`config.mk`:
```
export PLATFORM = sky130hd
export DESIGN_NAME = midi_event_serializer_unit
export DESIGN_NICKNAME = d
export VERILOG_FILES = /design/src/design/mes_pkg.sv /design/src/design/mes_front.sv /design/src/design/mes_queue.sv /design/src/design/mes_back.sv /design/src/design/midi_event_serializer_unit.sv
export SDC_FILE = /design/constraint.sdc
export NUM_CORES = 1
export LEC_CHECK = 0
export ABC_AREA = 1
export BUFFER_PORTS_ARGS = -buffer_cell sky130_fd_sc_hd__buf_4
export CAP_MARGIN = 25
export CORE_ASPECT_RATIO = 1.4
export CORE_MARGIN = 4
export CORE_UTILIZATION = 60
export CTS_BUF_LIST = sky130_fd_sc_hd__clkbuf_4 sky130_fd_sc_hd__clkbuf_8
export DETAILED_ROUTE_END_ITERATION = 8
export PLACE_DENSITY = 0.79
export RECOVER_POWER = 100
export SLEW_MARGIN = 15
export SYNTH_ARGS = -nofsm -noshare
export SYNTH_HDL_FRONTEND = slang
export SYNTH_SLANG_ARGS = --single-unit
```
`constraint.sdc`:
```
create_clock -name clk -period 6.5 [get_ports clk]
set_input_delay 1.625 -clock clk [delete_from_list [all_inputs] [get_ports clk]]
set_output_delay 1.625 -clock clk [all_outputs]
set_load 0.005 [all_outputs]
```
`src/design/mes_pkg.sv`:
```
package mes_pkg;

	// input opcodes
	localparam logic [2:0] OP_NOTE_ON   = 3'd0;
	localparam logic [2:0] OP_NOTE_OFF  = 3'd1;
	localparam logic [2:0] OP_TRACK_END = 3'd2;
	localparam logic [2:0] OP_TRACK_HDR = 3'd3;
	localparam logic [2:0] OP_FILE_HDR  = 3'd4;

	// configuration register indexes
	localparam int CFG_IDX_W = 2;
	localparam logic [CFG_IDX_W-1:0] REG_FILE_FORMAT  = 2'd0;
	localparam logic [CFG_IDX_W-1:0] REG_TRACK_COUNT  = 2'd1;
	localparam logic [CFG_IDX_W-1:0] REG_TICKS_PER_QN = 2'd2;

	// status byte bases
	localparam logic [7:0] STATUS_NOTE_ON  = 8'(9 * 16);
	localparam logic [7:0] STATUS_NOTE_OFF = 8'(8 * 16);

	// event byte counts minus one
	localparam logic [4:0] TRACK_END_LAST = 5'd3;
	localparam logic [4:0] TRACK_HDR_LAST = 5'd22;
	localparam logic [4:0] FILE_HDR_LAST  = 5'd13;

	typedef enum logic [1:0] {
		KIND_NOTE,
		KIND_TRACK_END,
		KIND_TRACK_HDR,
		KIND_FILE_HDR
	} kind_t;

	// one classified event waiting for the byte engine
	typedef struct packed {
		kind_t       kind;
		logic [1:0]  grp_m1;
		logic [4:0]  last_idx;
		logic [27:0] delta;
		logic [7:0]  status;
		logic [6:0]  note;
		logic [6:0]  vel;
	} cmd_t;

	typedef struct packed {
		logic [7:0] file_format;
		logic [7:0] track_count;
		logic [7:0] ticks_per_qn;
	} cfg_t;

	// end-of-track meta event
	function automatic logic [7:0] track_end_byte(input logic [1:0] idx);
		logic [7:0] b;
		case (idx)
			2'd1:    b = 8'hFF;
			2'd2:    b = 8'h2F;
			default: b = 8'h00;
		endcase
		return b;
	endfunction

	// track chunk header with tempo and 4/4 time signature
	function automatic logic [7:0] track_hdr_byte(input logic [4:0] idx);
		logic [7:0] b;
		case (idx)
			5'd0:    b = 8'h4D;
			5'd1:    b = 8'h54;
			5'd2:    b = 8'h72;
			5'd3:    b = 8'h6B;
			5'd9:    b = 8'hFF;
			5'd10:   b = 8'h51;
			5'd11:   b = 8'h03;
			5'd12:   b = 8'h09;
			5'd13:   b = 8'h27;
			5'd14:   b = 8'hC0;
			5'd16:   b = 8'hFF;
			5'd17:   b = 8'h58;
			5'd18:   b = 8'h04;
			5'd19:   b = 8'h04;
			5'd20:   b = 8'h02;
			5'd21:   b = 8'h18;
			5'd22:   b = 8'h08;
			default: b = 8'h00;
		endcase
		return b;
	endfunction

endpackage

```
`src/design/mes_front.sv`:
```
module mes_front (
	input  logic             clk,
	input  logic             arst_n,
	input  logic             in_valid,
	output logic             in_stall,
	input  logic [2:0]       opcode,
	input  logic [27:0]      delta_ticks,
	input  logic [3:0]       channel,
	input  logic [6:0]       note_number,
	input  logic [6:0]       velocity,
	output logic             push,
	output mes_pkg::cmd_t    push_cmd,
	input  logic             q_full
);

	logic          valid_s1;
	mes_pkg::cmd_t cmd_s1;
	mes_pkg::cmd_t cmd_d;
	logic          op_ok;
	logic          advance;

	// classify the incoming transaction
	always_comb begin
		cmd_d        = '0;
		op_ok        = 1'b1;
		cmd_d.delta  = delta_ticks;
		cmd_d.note   = note_number;
		cmd_d.vel    = velocity;
		if (delta_ticks[27:21] != 7'd0) begin
			cmd_d.grp_m1 = 2'd3;
		end else if (delta_ticks[20:14] != 7'd0) begin
			cmd_d.grp_m1 = 2'd2;
		end else if (delta_ticks[13:7] != 7'd0) begin
			cmd_d.grp_m1 = 2'd1;
		end else begin
			cmd_d.grp_m1 = 2'd0;
		end
		case (opcode)
			mes_pkg::OP_NOTE_ON: begin
				cmd_d.kind     = mes_pkg::KIND_NOTE;
				cmd_d.status   = mes_pkg::STATUS_NOTE_ON | {4'd0, channel};
				cmd_d.last_idx = 5'd3 + {3'd0, cmd_d.grp_m1};
			end
			mes_pkg::OP_NOTE_OFF: begin
				cmd_d.kind     = mes_pkg::KIND_NOTE;
				cmd_d.status   = mes_pkg::STATUS_NOTE_OFF | {4'd0, channel};
				cmd_d.last_idx = 5'd3 + {3'd0, cmd_d.grp_m1};
			end
			mes_pkg::OP_TRACK_END: begin
				cmd_d.kind     = mes_pkg::KIND_TRACK_END;
				cmd_d.last_idx = mes_pkg::TRACK_END_LAST;
			end
			mes_pkg::OP_TRACK_HDR: begin
				cmd_d.kind     = mes_pkg::KIND_TRACK_HDR;
				cmd_d.last_idx = mes_pkg::TRACK_HDR_LAST;
			end
			mes_pkg::OP_FILE_HDR: begin
				cmd_d.kind     = mes_pkg::KIND_FILE_HDR;
				cmd_d.last_idx = mes_pkg::FILE_HDR_LAST;
			end
			default: begin
				op_ok = 1'b0;
			end
		endcase
	end

	// stage register, unused opcodes are dropped here
	assign push     = valid_s1 && !q_full;
	assign advance  = !valid_s1 || !q_full;
	assign in_stall = !advance;
	assign push_cmd = cmd_s1;

	always_ff @(posedge clk or negedge arst_n) begin
		if (!arst_n) begin
			valid_s1 <= 1'b0;
		end else if (advance) begin
			valid_s1 <= in_valid && op_ok;
		end
	end

	always_ff @(posedge clk) begin
		if (advance && in_valid) begin
			cmd_s1 <= cmd_d;
		end
	end

endmodule

```
`src/design/mes_queue.sv`:
```
module mes_queue #(
	parameter int DEPTH = 4
) (
	input  logic          clk,
	input  logic          arst_n,
	input  logic          push,
	input  mes_pkg::cmd_t push_cmd,
	output logic          full,
	input  logic          pop,
	output logic          empty,
	output mes_pkg::cmd_t head
);

	localparam int PW = (DEPTH > 1) ? $clog2(DEPTH) : 1;
	localparam int CW = $clog2(DEPTH + 1);

	mes_pkg::cmd_t slots_q [DEPTH];
	logic [PW-1:0] wr_ptr_q;
	logic [PW-1:0] rd_ptr_q;
	logic [CW-1:0] count_q;

	assign full  = (count_q == CW'(DEPTH));
	assign empty = (count_q == '0);
	assign head  = slots_q[rd_ptr_q];

	// storage write
	always_ff @(posedge clk) begin
		if (push) begin
			slots_q[wr_ptr_q] <= push_cmd;
		end
	end

	// pointers and fill level
	always_ff @(posedge clk or negedge arst_n) begin
		if (!arst_n) begin
			wr_ptr_q <= '0;
			rd_ptr_q <= '0;
			count_q  <= '0;
		end else begin
			if (push) begin
				wr_ptr_q <= (wr_ptr_q == PW'(DEPTH - 1)) ? '0 : wr_ptr_q + 1'b1;
			end
			if (pop) begin
				rd_ptr_q <= (rd_ptr_q == PW'(DEPTH - 1)) ? '0 : rd_ptr_q + 1'b1;
			end
			if (push && !pop) begin
				count_q <= count_q + 1'b1;
			end else if (pop && !push) begin
				count_q <= count_q - 1'b1;
			end
		end
	end

endmodule

```
`src/design/mes_back.sv`:
```
module mes_back (
	input  logic          clk,
	input  logic          arst_n,
	input  mes_pkg::cfg_t cfg,
	input  logic          q_empty,
	input  mes_pkg::cmd_t head,
	output logic          pop,
	output logic          out_valid,
	input  logic          out_stall,
	output logic [7:0]    out_byte,
	output logic          last_byte,
	output logic [4:0]    byte_count
);

	logic [4:0] pos_q;
	logic       out_valid_q;
	logic [7:0] out_byte_q;
	logic       last_q;
	logic [4:0] count_q;

	logic [2:0] vlq_n;
	logic       in_vlq;
	logic [1:0] grp_sel;
	logic [6:0] grp;
	logic [4:0] data_idx;
	logic [7:0] note_byte;
	logic [7:0] fhdr_byte;
	logic [7:0] byte_d;
	logic       is_last;
	logic       load;

	// note event: delta groups first, then status, note, velocity
	always_comb begin
		vlq_n    = {1'b0, head.grp_m1} + 3'd1;
		in_vlq   = pos_q < {2'b0, vlq_n};
		grp_sel  = head.grp_m1 - pos_q[1:0];
		data_idx = pos_q - {2'b0, vlq_n};
		case (grp_sel)
			2'd0:    grp = head.delta[6:0];
			2'd1:    grp = head.delta[13:7];
			2'd2:    grp = head.delta[20:14];
			default: grp = head.delta[27:21];
		endcase
		if (in_vlq) begin
			note_byte = {grp_sel != 2'd0, grp};
		end else begin
			case (data_idx[1:0])
				2'd0:    note_byte = head.status;
				2'd1:    note_byte = {1'b0, head.note};
				default: note_byte = {1'b0, head.vel};
			endcase
		end
	end

	// file header chunk
	always_comb begin
		case (pos_q)
			5'd0:    fhdr_byte = 8'h4D;
			5'd1:    fhdr_byte = 8'h54;
			5'd2:    fhdr_byte = 8'h68;
			5'd3:    fhdr_byte = 8'h64;
			5'd7:    fhdr_byte = 8'h06;
			5'd9:    fhdr_byte = cfg.file_format;
			5'd11:   fhdr_byte = cfg.track_count;
			5'd13:   fhdr_byte = cfg.ticks_per_qn;
			default: fhdr_byte = 8'h00;
		endcase
	end

	// byte select by event kind
	always_comb begin
		case (head.kind)
			mes_pkg::KIND_NOTE:      byte_d = note_byte;
			mes_pkg::KIND_TRACK_END: byte_d = mes_pkg::track_end_byte(pos_q[1:0]);
			mes_pkg::KIND_TRACK_HDR: byte_d = mes_pkg::track_hdr_byte(pos_q);
			default:                 byte_d = fhdr_byte;
		endcase
	end

	assign is_last = (pos_q == head.last_idx);
	assign load    = !out_valid_q || !out_stall;
	assign pop     = load && !q_empty && is_last;

	// byte position within the current event
	always_ff @(posedge clk or negedge arst_n) begin
		if (!arst_n) begin
			pos_q       <= '0;
			out_valid_q <= 1'b0;
		end else if (load) begin
			out_valid_q <= !q_empty;
			if (!q_empty) begin
				pos_q <= is_last ? 5'd0 : pos_q + 5'd1;
			end
		end
	end

	// output register
	always_ff @(posedge clk) begin
		if (load && !q_empty) begin
			out_byte_q <= byte_d;
			last_q     <= is_last;
			count_q    <= is_last ? head.last_idx + 5'd1 : 5'd0;
		end
	end

	assign out_valid  = out_valid_q;
	assign out_byte   = out_byte_q;
	assign last_byte  = last_q;
	assign byte_count = count_q;

endmodule

```
`src/design/midi_event_serializer_unit.sv`:
```
// standard midi file event serializer
//
// input channel (in_valid / in_stall) takes one event transaction: opcode,
// delta_ticks, channel, note_number, velocity. output channel (out_valid /
// out_stall) gives one byte per transaction with last_byte set on the final
// byte of an event and byte_count holding the event length on that byte.
// cfg_we / cfg_index / cfg_data write the file header fields; write them only
// while the block is idle.
// input events pass the front stage and the event queue to the output
// register. the byte engine sends one byte per cycle while out_stall is low
// and the queue is not empty; an event has 4 to 7 bytes for notes, 4 for track
// end, 23 for track header, 14 for file header. inputs keep being taken while
// earlier events go out, until the event queue (QUEUE_DEPTH entries) plus
// the front stage are full; unused opcodes are dropped without output.
// reset clears the queue and output valid and loads the header defaults.
// when out_stall is high the shown byte holds and the queue fills, then
// in_stall rises.
module midi_event_serializer_unit #(
	parameter int QUEUE_DEPTH = 4
) (
	input  logic        clk,
	input  logic        arst_n,
	input  logic        in_valid,
	output logic        in_stall,
	input  logic [2:0]  opcode,
	input  logic [27:0] delta_ticks,
	input  logic [3:0]  channel,
	input  logic [6:0]  note_number,
	input  logic [6:0]  velocity,
	output logic        out_valid,
	input  logic        out_stall,
	output logic [7:0]  out_byte,
	output logic        last_byte,
	output logic [4:0]  byte_count,
	input  logic        cfg_we,
	input  logic [mes_pkg::CFG_IDX_W-1:0] cfg_index,
	input  logic [7:0]  cfg_data
);

	mes_pkg::cfg_t cfg_q;
	mes_pkg::cmd_t push_cmd;
	mes_pkg::cmd_t head;
	logic          push;
	logic          pop;
	logic          q_full;
	logic          q_empty;

	// header configuration registers
	always_ff @(posedge clk or negedge arst_n) begin
		if (!arst_n) begin
			cfg_q.file_format  <= 8'd0;
			cfg_q.track_count  <= 8'd1;
			cfg_q.ticks_per_qn <= 8'd192;
		end else if (cfg_we) begin
			case (cfg_index)
				mes_pkg::REG_FILE_FORMAT:  cfg_q.file_format  <= cfg_data;
				mes_pkg::REG_TRACK_COUNT:  cfg_q.track_count  <= cfg_data;
				mes_pkg::REG_TICKS_PER_QN: cfg_q.ticks_per_qn <= cfg_data;
				default: ;
			endcase
		end
	end

	mes_front u_front (
		.clk         (clk),
		.arst_n      (arst_n),
		.in_valid    (in_valid),
		.in_stall    (in_stall),
		.opcode      (opcode),
		.delta_ticks (delta_ticks),
		.channel     (channel),
		.note_number (note_number),
		.velocity    (velocity),
		.push        (push),
		.push_cmd    (push_cmd),
		.q_full      (q_full)
	);

	mes_queue #(
		.DEPTH (QUEUE_DEPTH)
	) u_queue (
		.clk      (clk),
		.arst_n   (arst_n),
		.push     (push),
		.push_cmd (push_cmd),
		.full     (q_full),
		.pop      (pop),
		.empty    (q_empty),
		.head     (head)
	);

	mes_back u_back (
		.clk        (clk),
		.arst_n     (arst_n),
		.cfg        (cfg_q),
		.q_empty    (q_empty),
		.head       (head),
		.pop        (pop),
		.out_valid  (out_valid),
		.out_stall  (out_stall),
		.out_byte   (out_byte),
		.last_byte  (last_byte),
		.byte_count (byte_count)
	);

endmodule

```
==> results of run 1 <==
-- cell usage in the layout, fill, tap and decap left out, drive strengths merged, types with 7 or more instances in the layout --
cell type  instances
nand3             98
o21ai            116
nand4             10
nand2            319
edfxtp           299
buf               18
clkinv            19
dfrtp             35
a21oi             22
clkbuf           126
inv               68
ha                19
nor2             120
o21bai             7
xor2               7
-- logic make-up (layout without fill, tap and decap cells) --
| group | count (synthesis) | count (layout) |
|---|---|---|
| multiplexers | 1 | 1 |
| AO/OA/AOI/OAI | 164 | 164 |
| adder cells (fa/ha/maj) | 20 | 20 |
| flip-flops | 337 | 337 |
| XOR/XNOR | 10 | 10 |
| AND/OR/NAND/NOR | 557 | 557 |
| buffers and inverters | 121 | 238 |
-- sequential cells by signal, indices dropped and copies added, names as in the netlist --
register / count
u_front.valid_s1: 1
u_queue.wr_ptr_q: 2
u_back.out_byte: 8
u_back.pos_q: 5
u_back.byte_count: 5
u_front.push_cmd: 57
u_back.out_valid: 1
u_back.last_byte: 1
u_queue.rd_ptr_q: 2
u_queue.count_q: 3
u_queue.slots_q: 228
cfg_q: 24
-- worst reg2reg max path: cells and delay by family (launching register included) --
family	cells	cell delay (ns)
flops	1	1.49
simple gates	8	1.14
buf+inv	3	0.79
fa+ha+maj	2	0.58
xor+xnor	1	0.54
compound gates	1	0.14
-- report_power, final --
group / internal (mW) / switching, mW / leakage [nW]
registers: 2.85 / 0.227 / 3.23
logic: 0.733 / 1.64 / 2.36
clock network: 0.941 / 0.743 / 0.504
total: 4.53 / 2.61 / 6.10
-- layer usage --
layer,vias to the layer above,part of all wire,global-route usage
met5,-,0,0
met2,362,0.51,0.3797
met4,0,0.047,0.1114
li1,4356,-,-
met1,4301,0.37,0.2589
met3,80,0.075,0.04815
-- final cells by class --
class                      count  share of cell area
clock buffer                  57             0.04618
clock inverter                22             0.01547
inverter                      72             0.01754
multi-input combinational    752              0.2293
sequential                   337              0.6301
tap                          306             0.02428
timing repair buffer          87             0.03714
-- stage by stage --
stage	instances	hold slack, ns	power [mW]	setup WS (ns)	utilization
finish	1633	0.4854	7.134	1.582	0.6795
global route	1633	0.5042	7.597	1.124	0.6795
CTS	1633	0.4889	7.190	2.467	0.6845
detailed placement	1554	0.4731	5.506	2.474	0.6426
global placement	1554	0.4644	5.433	2.639	0.6426
floorplan	1210	0.4534	4.844	2.989	-
-- how the worst max path moves through the flow --
| stage | from | to | slack (ns) | cells past startpoint |
|---|---|---|---|---|
| after global routing | u_queue.rd_ptr_q[0] | u_back.out_byte[5] | 1.12 | 15 |
| after CTS | u_queue.rd_ptr_q[0] | u_back.out_byte[2] | 2.47 | 13 |
| final | u_queue.rd_ptr_q[0] | u_back.out_byte[5] | 1.58 | 15 |
| after floorplan | u_queue.wr_ptr_q[0] | u_queue.slots_q[2][0] | 2.99 | 4 |
| after global placement | u_queue.rd_ptr_q[0] | u_back.out_byte[2] | 2.64 | 13 |
| after detailed placement | u_queue.rd_ptr_q[0] | u_back.out_byte[2] | 2.47 | 13 |
==> results.cfg, run 1 <==
[status]
status = complete, but fails checks
violations = capacitance limit, slew limit

[final_layout]
final_nets = 1382
fin_area_um2 = 15770
seqCellArea_um2 = 9935
fillers = 1645
drive_gt1_frac = 0.1266
area_delta_synth_final_pct = 11.38
multi_input_area_um2 = 3616
diodes = 0

[logic_synthesis]
synth.most_common_cell = nand2_1
netlist.area_leader.share = 0.6343
synth_top_area_cell = edfxtp_1
synth.distinct_cells = 45
yosysWarnings = 0
synth-compound-area-share = 0.06249
synth_edf_count = 299
synth_top_family_by_area = simple AND/OR/NAND/NOR gates
synth_xor_xnor_area_share = 0.008043
async_flop_share = 0.1128
synth_area_leaders = edfxtp_1, nand2_1, dfrtp_1
netlist_top_cells_count = nand2_1, edfxtp_1, nor2_1, o21ai_0, nand3_1
postSynthAreaPerCell_um2 = 11.70
synth_top_flop_cell = edfxtp_1
syn_inst = 1210
seq_area_frac_synth = 0.7017
yosys_register_bits = 337
synth_nets = 1294
synth.area.mux_share = 0.0007955
synthAdderAreaFrac = 0.01821
syn_area_um2 = 14160
synthSimpleGateAreaFrac = 0.1670

[timing]
fin_crit_sh = 0.7567
tns_ns = 0
skew_ns = 0.02289
max_slew_margin = -1.490
min_period_ns = 4.918
drv_slew = 383
fmax_ghz = 0.2033
rsz0062_at_grt = false
setup_viol = 0
hold_violations = 0
worst_slew_pin_slew_ns = 3.735

[setup_path]
crit_top_cell = nand2_1
path_cells = inv_6 > nand2_1 > nand3_2 > nand2_1 > inv_1 > ha_1 > inv_1 > ha_1 > xnor2_1 > nor2_1 > nand2_1 > nand3_1 > nand2_1 > o21bai_1 > nand3_1
setup.worst_path.end_class = flip-flop
arrival_ns = 5.23
reg2reg_to = u_back.out_byte[5]
required_ns = 6.81
cp_max_fo = 114
crit_path_max_incr_delay_ns = 1.49
critPathKind = flip-flop to flip-flop
critPathBufInv = 3
r2r_cells = 15
cp_top_family = flip-flops
reg2reg_slack_ns = 1.58
worstSetupStartpointType = flip-flop
crit_slowest_cell = dfrtp_1
r2r_start = u_queue.rd_ptr_q[0]

[pwr]
p_leak_nw = 6.098
irDropWorstVdd_v = 0.0002961
p_per_area_nw_per_um2 = 452.5

[detailed_routing]
detail_route.vias_per_cell = 5.572
post_drt_wl_per_cell_um = 17.49
first_pass_iters = 5
drt_iter0_markers = 751
ant_nets = 0
vias = 9099
wirelength_um = 28560
drc = 0

[worst_hold_path]
worstHoldPathType = flip-flop to flip-flop
holdPathEnd = u_queue.slots_q[2][24]
min-delay-start = u_front.push_cmd[24]
hold_depth = 0

[global_routing]
grt_usage = 0.2207
grt_max_degree = 115
grt_pass1_vias = 8867
antenna_found_initial = 0
gr-total-overflow = 0
grt_first_pass_wirelength_um = 44400

[floorplan]
initial_utilization = 0.6101
coreArea_um2 = 23200
io_pins = 80
die_h_um = 189.7
die_width_um = 137.8
dieArea_um2 = 26150
rows = 66

[cts]
root_buffer = clkbuf_8
clk-insertion-delay-late_ns = 0.57
cts_htree_levels = 2
cts_tree = yes
clk_pin_slew_ns = 0.07
clock_path_buffers = 3
ctsResizeCount = 0
clock_sinks = 337
cts_setup_buffers = 0
cts_hold_buf = 0
numCtsBuffers = 48

[placement]
gp_congestion = 0.9089
place_area_um2 = 14910
hpwlAfterDp_um = 17890
numPortBuffers = 79

[run]
maxCapViolations = 7
(Power assumes the default switching activity.)
==> inputs of run 2 (changes only) <==
==> constraint.sdc (replaced) <==
create_clock -name clk -period 4.6 [get_ports clk]
set_input_delay 1.15 -clock clk [delete_from_list [all_inputs] [get_ports clk]]
set_output_delay 1.15 -clock clk [all_outputs]
set_load 0.005 [all_outputs]
==> run 2 against run 1 <==
Net effect:
- the flow still finishes with violations (capacitance limit, slew limit)
- design area grew 0.21%
- sequential power rose by 40%
- global-route usage grew 0.15 points
- non-clock buffer count increased by 3
- critical path type unchanged
- clock power is 40% higher
==> results.cfg, run 2 (synthesized netlist as in run 1, its figures left out) <==
[status]
status = complete, but fails checks
violations = capacitance limit, slew limit

[final_layout]
final_nets = 1385
final_util = 0.6809
fin_cells = 1641
largest-register = u_queue.slots_q
fin_area_um2 = 15800
fillers = 1659
final_cell_mix = nand2_1, edfxtp_1, nor2_1, o21ai_0, nand3_1
layout_commonest_cell = nand2_1
drive_gt1_frac = 0.1318
largest_reg_flops = 228
area_delta_synth_final_pct = 11.61
diodes = 0

[worst_hold_path]
worstHoldPathType = flip-flop to flip-flop

[global_routing]
antenna_found_initial = 0
grt_first_pass_wirelength_um = 45240
grt_usage = 0.2222
grt_pass1_vias = 8947
grt_max_degree = 84
gr-total-overflow = 0

[detailed_routing]
drt_iter0_markers = 790
first_pass_iters = 6
post_drt_wl_per_cell_um = 17.37
drc = 0
wirelength_um = 28510
ant_nets = 0
vias = 9108
detail_route.vias_per_cell = 5.550

[floorplan]
io_pins = 80
initial_utilization = 0.6101
rows = 66
die_h_um = 189.7
coreArea_um2 = 23200
die_width_um = 137.8
dieArea_um2 = 26150

[cts]
clk_pin_slew_ns = 0.06
cts_tree = yes
clock_path_buffers = 3
numCtsBuffers = 48
cts_setup_buffers = 0
clock_sinks = 337
root_buffer = clkbuf_8
clk-insertion-delay-late_ns = 0.56
cts_htree_levels = 2
ctsResizeCount = 0
cts_hold_buf = 0

[pwr]
finalPower_mw = 10.06
p_leak_nw = 6.130
irDropWorstVdd_v = 0.0003791
p_per_area_nw_per_um2 = 636.9

[setup_path]
crit_slowest_cell = clkbuf_2
path_cells = clkbuf_2 > nand3_2 > nand2_1 > inv_1 > ha_1 > inv_1 > ha_1 > xnor2_2 > nor2_1 > o211ai_1 > nand3_1 > a21oi_1 > nand2_1 > nand3_1
critPathKind = flip-flop to flip-flop
critPathBufInv = 3
worstSetupStartpointType = flip-flop
cp_top_family = buffers and inverters
cp_max_fo = 68
crit_path_max_incr_delay_ns = 1.10
arrival_ns = 4.23
required_ns = 4.90
setup.worst_path.end_class = flip-flop

[timing]
max_slew_margin = -0.3846
min_period_ns = 3.925
tns_ns = 0
fmax_ghz = 0.2548
skew_ns = 0.01664
rsz0062_at_grt = false
fin_crit_sh = 0.8533
worst_slew_pin_slew_ns = 2.077
whs_ns = 0.4749
setup_ws_ns = 0.6748
drv_slew = 340
hold_violations = 0
setup_viol = 0

[placement]
gp_congestion = 0.9202
numPortBuffers = 79
hpwlAfterDp_um = 18160
dp_slack_ns = 1.048
dp.cells = 1556
place_area_um2 = 14930

[run]
maxCapViolations = 6
## run 2: cell count changes in the layout (fill, tap and decap cells not counted), sizes merged
cell,previous run,this run
clkbuf,126,131
bufinv,5,4
clkinv,19,21
inv,68,69
buf,18,19
## run 2: power breakdown
group          internal (mW)  switching, mW
Combinational           1.05           2.34
Clock                   1.31           1.05
Sequential              4.01          0.306
Total                   6.36           3.70
## run 2: path summary, 6_finish.rpt
path | from | to | slack, ns | cells past startpoint
max | u_queue.rd_ptr_q[1] | u_back.out_byte[0] | 0.67 | 14
min | u_front.push_cmd[35] | u_queue.slots_q[0][35] | 0.47 | 0
max reg2reg | u_queue.rd_ptr_q[1] | u_back.out_byte[0] | 0.67 | 14
min reg2reg | u_front.push_cmd[35] | u_queue.slots_q[0][35] | 0.47 | 0
max in group asynchronous | arst_n | u_queue.rd_ptr_q[0] | 1.94 | 1
min in group asynchronous | arst_n | u_back.out_valid | 1.19 | 1
## run 2: worst register-to-register path: stages, from the launching register on
cell and delay [ns]:
dfrtp_2 0.36, clkbuf_2 1.10, nand3_2 0.22, nand2_1 0.16
inv_1 0.05, ha_1 0.27, inv_1 0.04, ha_1 0.33
xnor2_2 0.23, nor2_1 0.36, o211ai_1 0.21, nand3_1 0.12
a21oi_1 0.07, nand2_1 0.08, nand3_1 0.07
## run 2: area by class of cell
cell class / count / area (um2) / area share
inverters: 72 / 276.5 / 0.01750
clock buffers: 60 / 757.0 / 0.04791
multi-input cells: 752 / 3621 / 0.2292
clock inverters: 24 / 221.5 / 0.01402
flip-flops and latches: 337 / 9938 / 0.6290
well taps: 306 / 382.9 / 0.02423
repair buffers: 90 / 603.1 / 0.03817
## run 2: metal layers
metal  vias up  GRT usage  routed length (um)
li1       4375          -                   -
met1      4318     0.2748               11010
met2       345     0.3771               14570
met3        70    0.03757                1762
met4         0     0.1095                1161
met5         -          0                   0
==> inputs of run 3 (changes only) <==
==> constraint.sdc (replaced) <==
create_clock -name clk -period 4 [get_ports clk]
set_input_delay 1 -clock clk [delete_from_list [all_inputs] [get_ports clk]]
set_output_delay 1 -clock clk [all_outputs]
set_load 0.005 [all_outputs]
==> run 3 against run 2 <==
Net effect:
- design area grew 0.14%
- global-route usage increased by 0.33 points
- clock power rose by 14%
- register-to-register slack worse by 0.18 ns
- total power increased by 15%
- core utilization is 0.097 points higher
- non-clock buffer count up 1
- sequential power increased by 15%
- largest power group unchanged
- fmax up 12%
- the run still ends with capacitance limit, slew limit left
- sequential cell count unchanged
==> results.cfg, run 3 (synthesized netlist as in run 1, its figures left out) <==
[global_routing]
grt_first_pass_wirelength_um = 45770
antenna_found_initial = 0
grt_usage = 0.2255
grt_pass1_vias = 8829
grt_max_degree = 68
gr-total-overflow = 0

[run]
maxCapViolations = 5

[detailed_routing]
first_pass_iters = 7
drc = 0
drt_iter0_markers = 806
detail_route.vias_per_cell = 5.558
vias = 9143
ant_nets = 0
wirelength_um = 28990
post_drt_wl_per_cell_um = 17.62

[setup_path]
setup.worst_path.end_class = flip-flop
r2r_cells = 13
required_ns = 4.30
cp-endpoint = u_back.out_byte[5]
crit_top_cell = nand2_1
crit_slowest_cell = dfrtp_4
cp_max_fo = 35
crit_start = u_queue.rd_ptr_q[0]
r2r_start = u_queue.rd_ptr_q[0]
reg2reg_slack_ns = 0.50
reg2reg_to = u_back.out_byte[5]
arrival_ns = 3.80
critPathKind = flip-flop to flip-flop
path_cells = inv_6 > nand2_1 > a32oi_1 > ha_1 > inv_1 > ha_1 > xnor2_1 > nor2_1 > nand2_1 > nand3_1 > nand2_1 > o21bai_1 > nand3_1
worstSetupStartpointType = flip-flop
crit_path_max_incr_delay_ns = 0.61

[final_layout]
diodes = 0
layout_commonest_cell = nand2_1
final_util = 0.6819
final_cell_mix = nand2_1, edfxtp_1, nor2_1, o21ai_0, nand3_1
largest_reg_flops = 228
drive_gt1_frac = 0.1419
final_nets = 1385
area_delta_synth_final_pct = 11.77
largest-register = u_queue.slots_q

[cts]
ctsResizeCount = 0
clock_path_buffers = 3
cts_tree = yes
root_buffer = clkbuf_8
clk_pin_slew_ns = 0.07
clock_sinks = 337
clk-insertion-delay-late_ns = 0.56
numCtsBuffers = 47
cts_htree_levels = 2
cts_hold_buf = 0
cts_setup_buffers = 0

[timing]
fin_crit_sh = 0.8752
drv_slew = 271
worst_slew_pin_slew_ns = 2.209
max_slew_margin = -0.4729
setup_viol = 0
hold_violations = 0
rsz0062_at_grt = false
tns_ns = 0
fmax_ghz = 0.2857
min_period_ns = 3.501
skew_ns = 0.02889

[pwr]
finalPower_mw = 11.58
irDropWorstVdd_v = 0.0003713
p_leak_nw = 6.166
p_per_area_nw_per_um2 = 731.5

[floorplan]
die_h_um = 189.7
initial_utilization = 0.6101
io_pins = 80
rows = 66
dieArea_um2 = 26150
die_width_um = 137.8
coreArea_um2 = 23200

[worst_hold_path]
worstHoldPathType = flip-flop to flip-flop
min-delay-start = u_front.push_cmd[35]

[placement]
numPortBuffers = 79
hpwlAfterDp_um = 18380
gp_congestion = 0.9416

[status]
violations = capacitance limit, slew limit
status = complete, but fails checks
==> run 3: cell count changes in the layout (fill, tap and decap cells not counted) <==
cell and change:
clkinv_1 -3, inv_6 +1, xnor2_1 +1, clkbuf_1 -8
bufinv_16 -1, clkinv_8 -1, buf_4 +6, clkbuf_8 -1
clkbuf_4 +9, xnor2_2 -1, clkinv_2 +2
==> run 3: power breakdown <==
| part | leakage (nW) | switching, mW | internal, mW |
|---|---|---|---|
| logic | 2.42 | 2.74 | 1.20 |
| clock network | 0.514 | 1.22 | 1.48 |
| registers | 3.23 | 0.330 | 4.61 |
| total | 6.17 | 4.29 | 7.29 |
==> run 3: metrics by stage <==
step | instances | cell area (um2) | hold slack (ns) | setup slack [ns]
after global routing | 1645 | 15820 | 0.5079 | 0.1498
final | 1645 | 15820 | 0.4847 | 0.4993
after detailed placement | 1558 | 14940 | 0.4746 | 0.5925
after floorplan | 1210 | 14160 | 0.4534 | 0.4893
after CTS | 1645 | 15910 | 0.4306 | 0.5711
after global placement | 1558 | 14940 | 0.4694 | 0.7180
==> run 3: final cells by class <==
cell class / count / area (um2)
clock inverters: 22 / 182.7
inverters: 72 / 276.5
clock buffers: 65 / 788.3
flip-flops and latches: 337 / 9938
fillers: 1668 / 7382
repair buffers: 91 / 640.6
well taps: 306 / 382.9
multi-input cells: 752 / 3613
==> run 3: critical path, delay by kind of cell (launching register included) <==
kind                       cells  cell delay [ns]
and+or+nand+nor                6             0.75
xor gates and xnor gates       1             0.58
DFF                            1             0.61
adders and majority gates      2             0.54
AOI/OAI and AO/OA              2             0.40
buffers and inverters          2             0.34
==> run 3: worst min-delay path by stage <==
| stage | depth (start not counted) | to | slack [ns] |
|---|---|---|---|
| after floorplan | 2 | cfg_q[0] | 0.45 |
| after global placement | 2 | cfg_q[18] | 0.47 |
| after detailed placement | 2 | cfg_q[18] | 0.47 |
| after CTS | 1 | u_queue.rd_ptr_q[1] | 0.43 |
| after global routing | 0 | u_queue.slots_q[2][0] | 0.51 |
| final | 0 | u_queue.slots_q[2][35] | 0.48 |
==> run 3: metal layers <==
metal	share of wire	track usage	routed length [um]	vias to the layer above
met1	0.38	0.2752	10920	4344
li1	-	-	-	4372
met4	0.043	0.1011	1247	0
met2	0.52	0.3959	15140	342
met3	0.058	0.03175	1678	85
met5	0	0	0	-
